### src/rtl/pksg_ram.sv
// generic single-write single-read ram with registered read data
`default_nettype none

module pksg_ram #(
  parameter int unsigned WIDTH = 8,
  parameter int unsigned DEPTH = 16
) (
  input  wire logic                     clk_i,
  input  wire logic                     we_i,
  input  wire logic [$clog2(DEPTH)-1:0] waddr_i,
  input  wire logic [WIDTH-1:0]         wdata_i,
  input  wire logic                     re_i,
  input  wire logic [$clog2(DEPTH)-1:0] raddr_i,
  output logic      [WIDTH-1:0]         rdata_o
);

  logic [WIDTH-1:0] mem_q [DEPTH];
  logic [WIDTH-1:0] rdata_q;

  always_ff @(posedge clk_i) begin
    if (we_i) begin
      mem_q[waddr_i] <= wdata_i;
    end
    if (re_i) begin
      rdata_q <= mem_q[raddr_i];
    end
  end

  assign rdata_o = rdata_q;

endmodule

`default_nettype wire

### config.mk
export PLATFORM = sky130hd
export DESIGN_NAME = pksg_ram
export DESIGN_NICKNAME = d
export VERILOG_FILES = /design/src/rtl/pksg_ram.sv
export SDC_FILE = /design/constraint.sdc
export NUM_CORES = 1
export LEC_CHECK = 0
export ABC_AREA = 1
export BUFFER_PORTS_ARGS = -buffer_cell sky130_fd_sc_hd__buf_2
export CAP_MARGIN = 20
export CORE_MARGIN = 8
export CORE_UTILIZATION = 45
export CTS_BUF_LIST = sky130_fd_sc_hd__clkbuf_4 sky130_fd_sc_hd__clkbuf_8
export DETAILED_ROUTE_END_ITERATION = 10
export SYNTH_ARGS = -nofsm -noshare
export SYNTH_HDL_FRONTEND = slang
export SYNTH_SLANG_ARGS = --single-unit
### constraint.sdc
create_clock -name clk_i -period 3.6 [get_ports clk_i]
set_input_delay 0.72 -clock clk_i [delete_from_list [all_inputs] [get_ports clk_i]]
set_output_delay 0.72 -clock clk_i [all_outputs]
set_load 0.03 [all_outputs]
### After elaboration in Yosys (flattened, before gate mapping)

Memory sizes are Yosys's and may differ from the RTL's. A register that Yosys moved wholly into a read port is not among the register bits.
Index checks and enable logic that the tools add are counted.

* bits in registers: 0
* RAM bits: 128
* input bits: 19
* memories kept: 1

* muxes and demuxes: 2

Memory list
* mem_q: depth 16, bits a word 8, read ports 1, clocked after memory_dff 1, write ports 1, RTL line 17 `logic [WIDTH-1:0] mem_q [DEPTH];`

Operators with widths (number)
* $mux W1: 2

### Depth between registers and ports, before layout

Gate-level depths: netlist (run 1).

* depth after elaboration: 2
* mapped depth: 8
* gate-level depth less buffers: 7

### Least setup slack after synthesis (run 1)

No wires, ideal clock.

* kind: input to register
* from: in waddr_i[2]
* to: mem mem_q[10][0] (enable)
* library setup time: 0.370 ns
* arrival: 1.301 ns
* slack: 1.929 ns
* cell stages on the path: 2
* path buffers: 0
* path through: nand3b_1 -> nor2_1

RTL lines
* start: declaration: RTL line 10 `input wire logic [$clog2(DEPTH)-1:0] waddr_i,`
* end: declaration: RTL line 17

No word-level cell before the write port.

==> impl_metrics.ini, run 1 <==
[sta]
min_period_over_period = 0.524
max_slew_margin = 0.385
rsz0062_at_grt = false
max_freq_mhz = 530
slew_violations = 0
fin_skew_ns = 0.0147
hold_violations = 0
worst_slew_pin_slew_ns = 0.919
setup_viol = 0
finalSetupTns_ns = 0
fin_crit_ns = 1.89

[drt]
first_pass_iters = 5
wire_per_inst_um = 17.5
totalWireLength_mm = 13.3
drcViolationCount = 0
viasPerCell = 4.96
dr.first_iter.drc_count = 432
vias = 3769
drt.antenna.violating_nets = 0

[synthesis]
syn_area_um2 = 5850
ys_seq_elements = 136
synth_warnings = 0
synth_top_area_frac = 0.698
synth_largest_area_cell = edfxtp_1
synthesis.nets = 570
synthCells = 551
synthTopCellsByArea = edfxtp_1 70%, nand2_1 11%, nand3_1 8.3%
seq_area_frac_synth = 0.698
ys_types = 11
synth_area_per_cell_um2 = 10.6

[power]
irDropWorstVdd_v = 0.000254
seqPwrFrac = 0.512
comb_power_share = 0.064
p_int_uw = 2730
power_leakage_uw = 0.00278
power_density_nw_per_um2 = 537
switching_share = 0.219
pwr-share-clk = 0.425
p_switching_uw = 767

[placement]
placed_area_um2 = 6060
port_buffers = 26
dp_hpwl_mm = 8.12
routabilityCongestion = 0.796
placedCellCount = 729

[worst_setup_path]
worst_path_largest_cell_delay_ns = 0.49
regToRegSetupSlack_ns = 2.39
crit_cells = 8
cp-endpoint = rdata_o[3]
worst_path_most_repeated_cell = nand3_1
crit_path_end_kind = register
cp-startpoint = raddr_i[0]
crit_type = input port to register
timing.rr.end = rdata_o[6]
cp.required_ns = 3.81
crit_chain = buf_2, inv_2, buf_4, nand2_1, nand3_1, nand3_1, nand3_1, nand2_1
path_buf_inv = 3
worstPathArrival_ns = 2.10
cpLargestDelayFamily = buffers and inverters
reg2reg_from = mem_q[12][6]
start_kind = input port
r2r_cells = 6
crit_slowest_cell = inv_2
critPathMaxFanout = 36

[clock_network]
tritoncts = done
clock_sinks = 136
cts_buffers = 17
clkSlewWorstSetupHoldPaths_ns = 0.08
cts-root-buf = clkbuf_8
cts-hold-fix-buffers = 0
cts_max_path_buffers = 2
cts_setup_buffers = 0
htree_levels = 4
clk_latency_ns = 0.45
post_cts_resized = 0

[layout]
final_common_cell = nand2_1
final_nets = 595
drive_gt1_frac = 0.105
diodes = 0
fin_area_um2 = 6520
mostFrequentLayoutCells = 173 x nand2_1, 136 x edfxtp_1, 100 x inv_1, 97 x nand3_1, 26 x buf_2
final_cells = 760
area_delta_synth_final_pct = 11.6

[grt]
grt_max_degree = 65
grt_pass1_vias = 3780
grt_pass1_wl_mm = 20.9
overflow = 0
grtUsageTotal = 0.171
grt_antenna_before_repair = 0

[die]
rows = 41
die_w_um = 130
core_um2 = 12700
ios = 27
start_util = 0.461
die_y_um = 130
die-area_um2 = 16900

[job]
maxCapViolCount = 0

[hold_path]
worstHoldStart = re_i
hp-class = input port to register

[outcome]
status = complete, no violations
==> sequential cells by signal, summed over array words and instances (netlist names) <==
register and flops:
mem_q 128, rdata_o 8
==> per-layer routing <==
layer	share of wire	routed length (µm)	global-route usage
met5	0	0	0
met1	0.44	5860	0.226
met3	0.082	1100	0.0449
met4	0.026	352	0.0881
met2	0.45	6010	0.256
==> cells in the mapped netlist (all sizes together) <==
| cell | n |
|---|---|
| nand3 | 97 |
| edfxtp | 136 |
| nand3b | 2 |
| nand2 | 173 |
| nor2 | 17 |
| buf | 24 |
| inv | 102 |
==> worst min-delay path by stage <==
stage | endpoint | slack (ns) | depth (start not counted)
global placement | rdata_o[7] | 0.74 | 6
global route | rdata_o[7] | 0.61 | 1
floorplan | rdata_o[0] | 0.68 | 6
detailed placement | rdata_o[7] | 0.73 | 6
CTS | rdata_o[7] | 0.61 | 1
finish | rdata_o[4] | 0.62 | 1
==> cell type report <==
cell class	instances	area, µm²
inverter	102	383
timing repair buffer	30	160
tap	172	215
multi-input combinational	289	1210
clock inverter	13	226
sequential	136	4080
fill	1143	6150
clock buffer	18	241
==> power by group through the flow <==
stage | Clock [µW] | Combinational [µW] | Sequential [µW]
global route | 1550 | 249 | 1790
finish | 1490 | 223 | 1790
detailed placement | 0 | 224 | 1830
global placement | 0 | 221 | 1830
CTS | 1500 | 224 | 1790
floorplan | 0 | 125 | 1840
==> worst reg2reg max path: stages, from the launching register on <==
cell	delay (ns)
edfxtp_1	0.38
inv_1	0.07
nand2_1	0.05
nand3_1	0.12
nand3_1	0.14
nand3_1	0.15
nand2_1	0.07
==> cells by family after synthesis <==
kind of cell           synth area share
buffers and inverters            0.0939
AND/OR/NAND/NOR                   0.208
flip-flops                        0.698
==> per-stage QoR <==
step / hold WS (ns) / worst slack (ns) / total power, µW / util
4_1_cts: 0.606 / 1.70 / 3510 / 0.515
3_5_place_dp: 0.731 / 1.21 / 2050 / 0.478
3_3_place_gp: 0.743 / 1.25 / 2050 / 0.478
6_report: 0.618 / 1.71 / 3500 / 0.515
2_1_floorplan: 0.683 / 1.93 / 1970 / -
5_1_grt: 0.610 / 1.57 / 3590 / 0.515
Note: power is estimated with default switching activity, not from simulation.
==> run 2, diff against run 1 <==
clock period = 1.6 ns   (was 3.6 ns; I/O delays follow)
==> run 2 against run 1 <==
Core utilization is 1.0 points higher. Non-clock buffer count is 22 higher. Register-to-register slack worse by 2.0 ns. First-iteration DRC count is 4.2% lower. Design area is 1.9% higher. Wire length is 2.1% lower. Sequential share of layout area is 1.2 points lower. Combinational power is 130% higher. Critical endpoint is now rdata_o[4].
==> impl_metrics.ini, run 2 (synthesis results as in run 1) <==
[die]
rows = 41
ios = 27
die_y_um = 130
start_util = 0.461
die_w_um = 130
die-area_um2 = 16900
core_um2 = 12700

[worst_setup_path]
r2r_cells = 6
crit_cells = 1
crit_path_end_kind = primary output
cp.required_ns = 1.28
crit_type = register to primary output
crit_chain = buf_2
start_kind = register
critPathMaxFanout = 1
reg2reg_from = mem_q[1][2]
cpLargestDelayFamily = flip-flops
worst_path_largest_cell_delay_ns = 0.39
worstPathArrival_ns = 1.02
path_buf_inv = 1
cp-endpoint = rdata_o[4]
crit_slowest_cell = edfxtp_1
regToRegSetupSlack_ns = 0.41
cp-startpoint = rdata_o[4]
timing.rr.end = rdata_o[2]

[layout]
largest_register = mem_q
mostFrequentLayoutCells = 173 x nand2_1, 136 x edfxtp_1, 100 x inv_1, 97 x nand3_1, 26 x buf_2
drive_gt1_frac = 0.136
final_common_cell = nand2_1
final_util = 0.525
diodes = 0
final_cells = 783
area_delta_synth_final_pct = 13.7
final_nets = 617
largest_reg_flops = 128

[drt]
dr.first_iter.drc_count = 414
totalWireLength_mm = 13.0
drcViolationCount = 0
wire_per_inst_um = 16.7
viasPerCell = 4.85
first_pass_iters = 5
drt.antenna.violating_nets = 0
vias = 3801

[sta]
slew_violations = 0
worst_slew_pin_slew_ns = 0.633
max_freq_mhz = 744
fin_crit_ns = 1.34
rsz0062_at_grt = false
setup_viol = 0
min_period_over_period = 0.840
fin_skew_ns = 0.00700
max_slew_margin = 0.578
hold_violations = 0

[grt]
grt_antenna_before_repair = 0
grtUsageTotal = 0.168
grt_pass1_vias = 3675
overflow = 0
grt_max_degree = 44
grt_pass1_wl_mm = 20.5

[placement]
dp_hpwl_mm = 8.28
port_buffers = 26
placedCellCount = 751
routabilityCongestion = 0.777

[power]
power_leakage_uw = 0.00287
power_uw = 7520
p_switching_uw = 1690
p_int_uw = 5830
comb_power_share = 0.069
switching_share = 0.225
pwr-share-clk = 0.395
irDropWorstVdd_v = 0.000576
seqPwrFrac = 0.536
power_density_nw_per_um2 = 1130

[clock_network]
clk_latency_ns = 0.44
cts_max_path_buffers = 2
htree_levels = 4
tritoncts = done
cts-root-buf = clkbuf_8
cts_setup_buffers = 0
cts_buffers = 17
clkSlewWorstSetupHoldPaths_ns = 0.08
clock_sinks = 136
post_cts_resized = 0
cts-hold-fix-buffers = 0

[outcome]
status = complete, no violations

[hold_path]
hp-class = input port to register

[job]
maxCapViolCount = 0
run 2: changes by cell type in the layout (fill, tap and decap cells not counted):
| cell | before | now |
|---|---|---|
| bufinv_16 | 6 | 4 |
| clkinv_4 | 1 | 0 |
| buf_4 | 4 | 25 |
| clkbuf_4 | 1 | 0 |
| buf_12 | 0 | 1 |
| clkinv_1 | 1 | 3 |
| clkinv_2 | 2 | 4 |
| clkinvlp_4 | 2 | 3 |
run 2: layout make-up:
type                       count  area, µm²
inverter                     102        383
fill                        1137       6020
multi-input combinational    289       1210
timing repair buffer          52        338
clock inverter                15        183
clock buffer                  17        234
sequential                   136       4080
tap                          172        215
run 2: worst min-delay path by stage:
| stage | cells past startpoint | startpoint | end |
|---|---|---|---|
| 2_1_floorplan | 0 | wdata_i[0] | mem_q[0][0] |
| 4_1_cts | 1 | re_i | rdata_o[2] |
| 3_5_place_dp | 1 | re_i | rdata_o[7] |
| 5_1_grt | 1 | re_i | rdata_o[2] |
| 6_report | 1 | re_i | rdata_o[2] |
| 3_3_place_gp | 1 | re_i | rdata_o[5] |
run 2: through the flow:
step / worst slack [ns] / hold WS [ns] / TNS [ns] / area [µm²]
CTS: 0.217 / 0.213 / 0 / 6650
floorplan: 0.329 / 0.419 / 0 / 5850
global placement: -0.00623 / 0.694 / -0.0117 / 6230
global route: 0.213 / 0.225 / 0 / 6650
detailed placement: -0.0232 / 0.688 / -0.0510 / 6230
finish: 0.256 / 0.237 / 0 / 6650
run 2: power groups by stage:
stage | sequential (µW) | clock [µW] | combinational [µW]
after global placement | 4110 | 0 | 516
final | 4030 | 2970 | 518
after global routing | 4030 | 3150 | 579
after detailed placement | 4110 | 0 | 522
after CTS | 4030 | 3020 | 524
after floorplan | 4140 | 0 | 281
run 2: metal layers:
metal	vias up	part of all wire	track usage
met3	21	0.061	0.0420
met5	-	0	0
met1	1777	0.46	0.225
met4	0	0.024	0.0895
li1	1869	-	-
met2	134	0.46	0.247
==> run 3, diff against run 2 <==
clock period = 1.35 ns   (was 1.6 ns; I/O delays follow)
==> run 3 against run 2 <==
Count of clock-buffer cells in the layout grew 2. Clock power grew 4%. Cell count grew 0.51%. Core utilization is essentially flat. Sequential share of layout area is essentially flat. Die area is the same.
==> impl_metrics.ini, run 3 (synthesis results as in run 1) <==
[die]
die_w_um = 130
die-area_um2 = 16900
die_y_um = 130
start_util = 0.461
core_um2 = 12700
ios = 27
rows = 41

[layout]
drive_gt1_frac = 0.138
final_cells = 787
area_delta_synth_final_pct = 13.8
diodes = 0
final_util = 0.525
largest_register = mem_q
final_nets = 621
fillers = 1127
fin_area_um2 = 6660
final_common_cell = nand2_1
largest_reg_flops = 128
mostFrequentLayoutCells = 173 x nand2_1, 136 x edfxtp_1, 100 x inv_1, 97 x nand3_1, 27 x buf_4

[clock_network]
post_cts_resized = 0
cts-hold-fix-buffers = 0
cts_max_path_buffers = 2
clk_latency_ns = 0.44
clock_sinks = 136
cts_buffers = 17
tritoncts = done
clkSlewWorstSetupHoldPaths_ns = 0.07
htree_levels = 4
cts_setup_buffers = 0
cts-root-buf = clkbuf_8

[worst_setup_path]
worstPathArrival_ns = 1.04
crit_path_end_kind = primary output
critPathMaxFanout = 1
crit_chain = buf_2
cp.required_ns = 1.08
crit_type = register to primary output
path_buf_inv = 1
cpLargestDelayFamily = flip-flops
worst_path_largest_cell_delay_ns = 0.40
crit_slowest_cell = edfxtp_1
start_kind = register

[grt]
overflow = 0
grt_pass1_vias = 3802
grt_max_degree = 50
grt_pass1_wl_mm = 20.7
grt_antenna_before_repair = 0
grtUsageTotal = 0.169

[sta]
fin_skew_ns = 0.00975
max_freq_mhz = 764
finalSetupTns_ns = 0
worst_slack_ns = 0.0412
max_slew_margin = 0.737
rsz0062_at_grt = false
min_period_over_period = 0.969
hold_violations = 0
slew_violations = 0
fin_crit_ns = 1.31
setup_viol = 0
worst_slew_pin_slew_ns = 0.395

[drt]
wire_per_inst_um = 16.6
dr.first_iter.drc_count = 383
drt.antenna.violating_nets = 0
viasPerCell = 4.81
first_pass_iters = 4
totalWireLength_mm = 13.1
vias = 3789
drcViolationCount = 0

[placement]
placed_area_um2 = 6290
port_buffers = 26
dp_hpwl_mm = 8.38
placedCellCount = 755
place_ws_ns = -0.110
routabilityCongestion = 0.792

[power]
power_density_nw_per_um2 = 1280
power_leakage_uw = 0.00289
irDropWorstVdd_v = 0.000620

[outcome]
status = complete, no violations

[job]
maxCapViolCount = 0

[hold_path]
hp-class = input port to register
==> run 3: final cells by class <==
cell class,instances,area (µm²),area share
Clock buffer,19,249,0.0374
Inverter,102,383,0.0575
Sequential cell,136,4080,0.614
Multi-Input combinational cell,289,1210,0.182
Tap cell,172,215,0.0323
Clock inverter,13,111,0.0167
Timing Repair Buffer,56,399,0.0600
==> run 3: metal layers <==
metal	vias to the layer above	global-route usage	share of wire
met3	27	0.0384	0.054
met2	123	0.266	0.46
met5	-	0	0
li1	1880	-	-
met1	1759	0.216	0.46
met4	0	0.0847	0.028
==> run 3: power by group <==
group / switching (µW) / internal, µW
Sequential: 25.4 / 4750
Combinational: 442 / 193
Clock: 1450 / 1630
Total: 1920 / 6570
==> run 3: per-stage QoR <==
| step | hold slack, ns | power, µW |
|---|---|---|
| after detailed placement | 0.650 | 5510 |
| final | 0.202 | 8490 |
| after global placement | 0.650 | 5500 |
| after global routing | 0.182 | 8780 |
| after CTS | 0.175 | 8550 |
| after floorplan | 0.369 | 5240 |
==> run 3: worst paths after layout <==
kind / from / endpoint / slack, ns / depth (start not counted)
max: rdata_o[4] / rdata_o[4] / 0.04 / 1
min: re_i / rdata_o[3] / 0.20 / 1
max reg2reg: mem_q[2][0] / rdata_o[0] / 0.17 / 6
min reg2reg: mem_q[11][3] / rdata_o[3] / 0.74 / 6
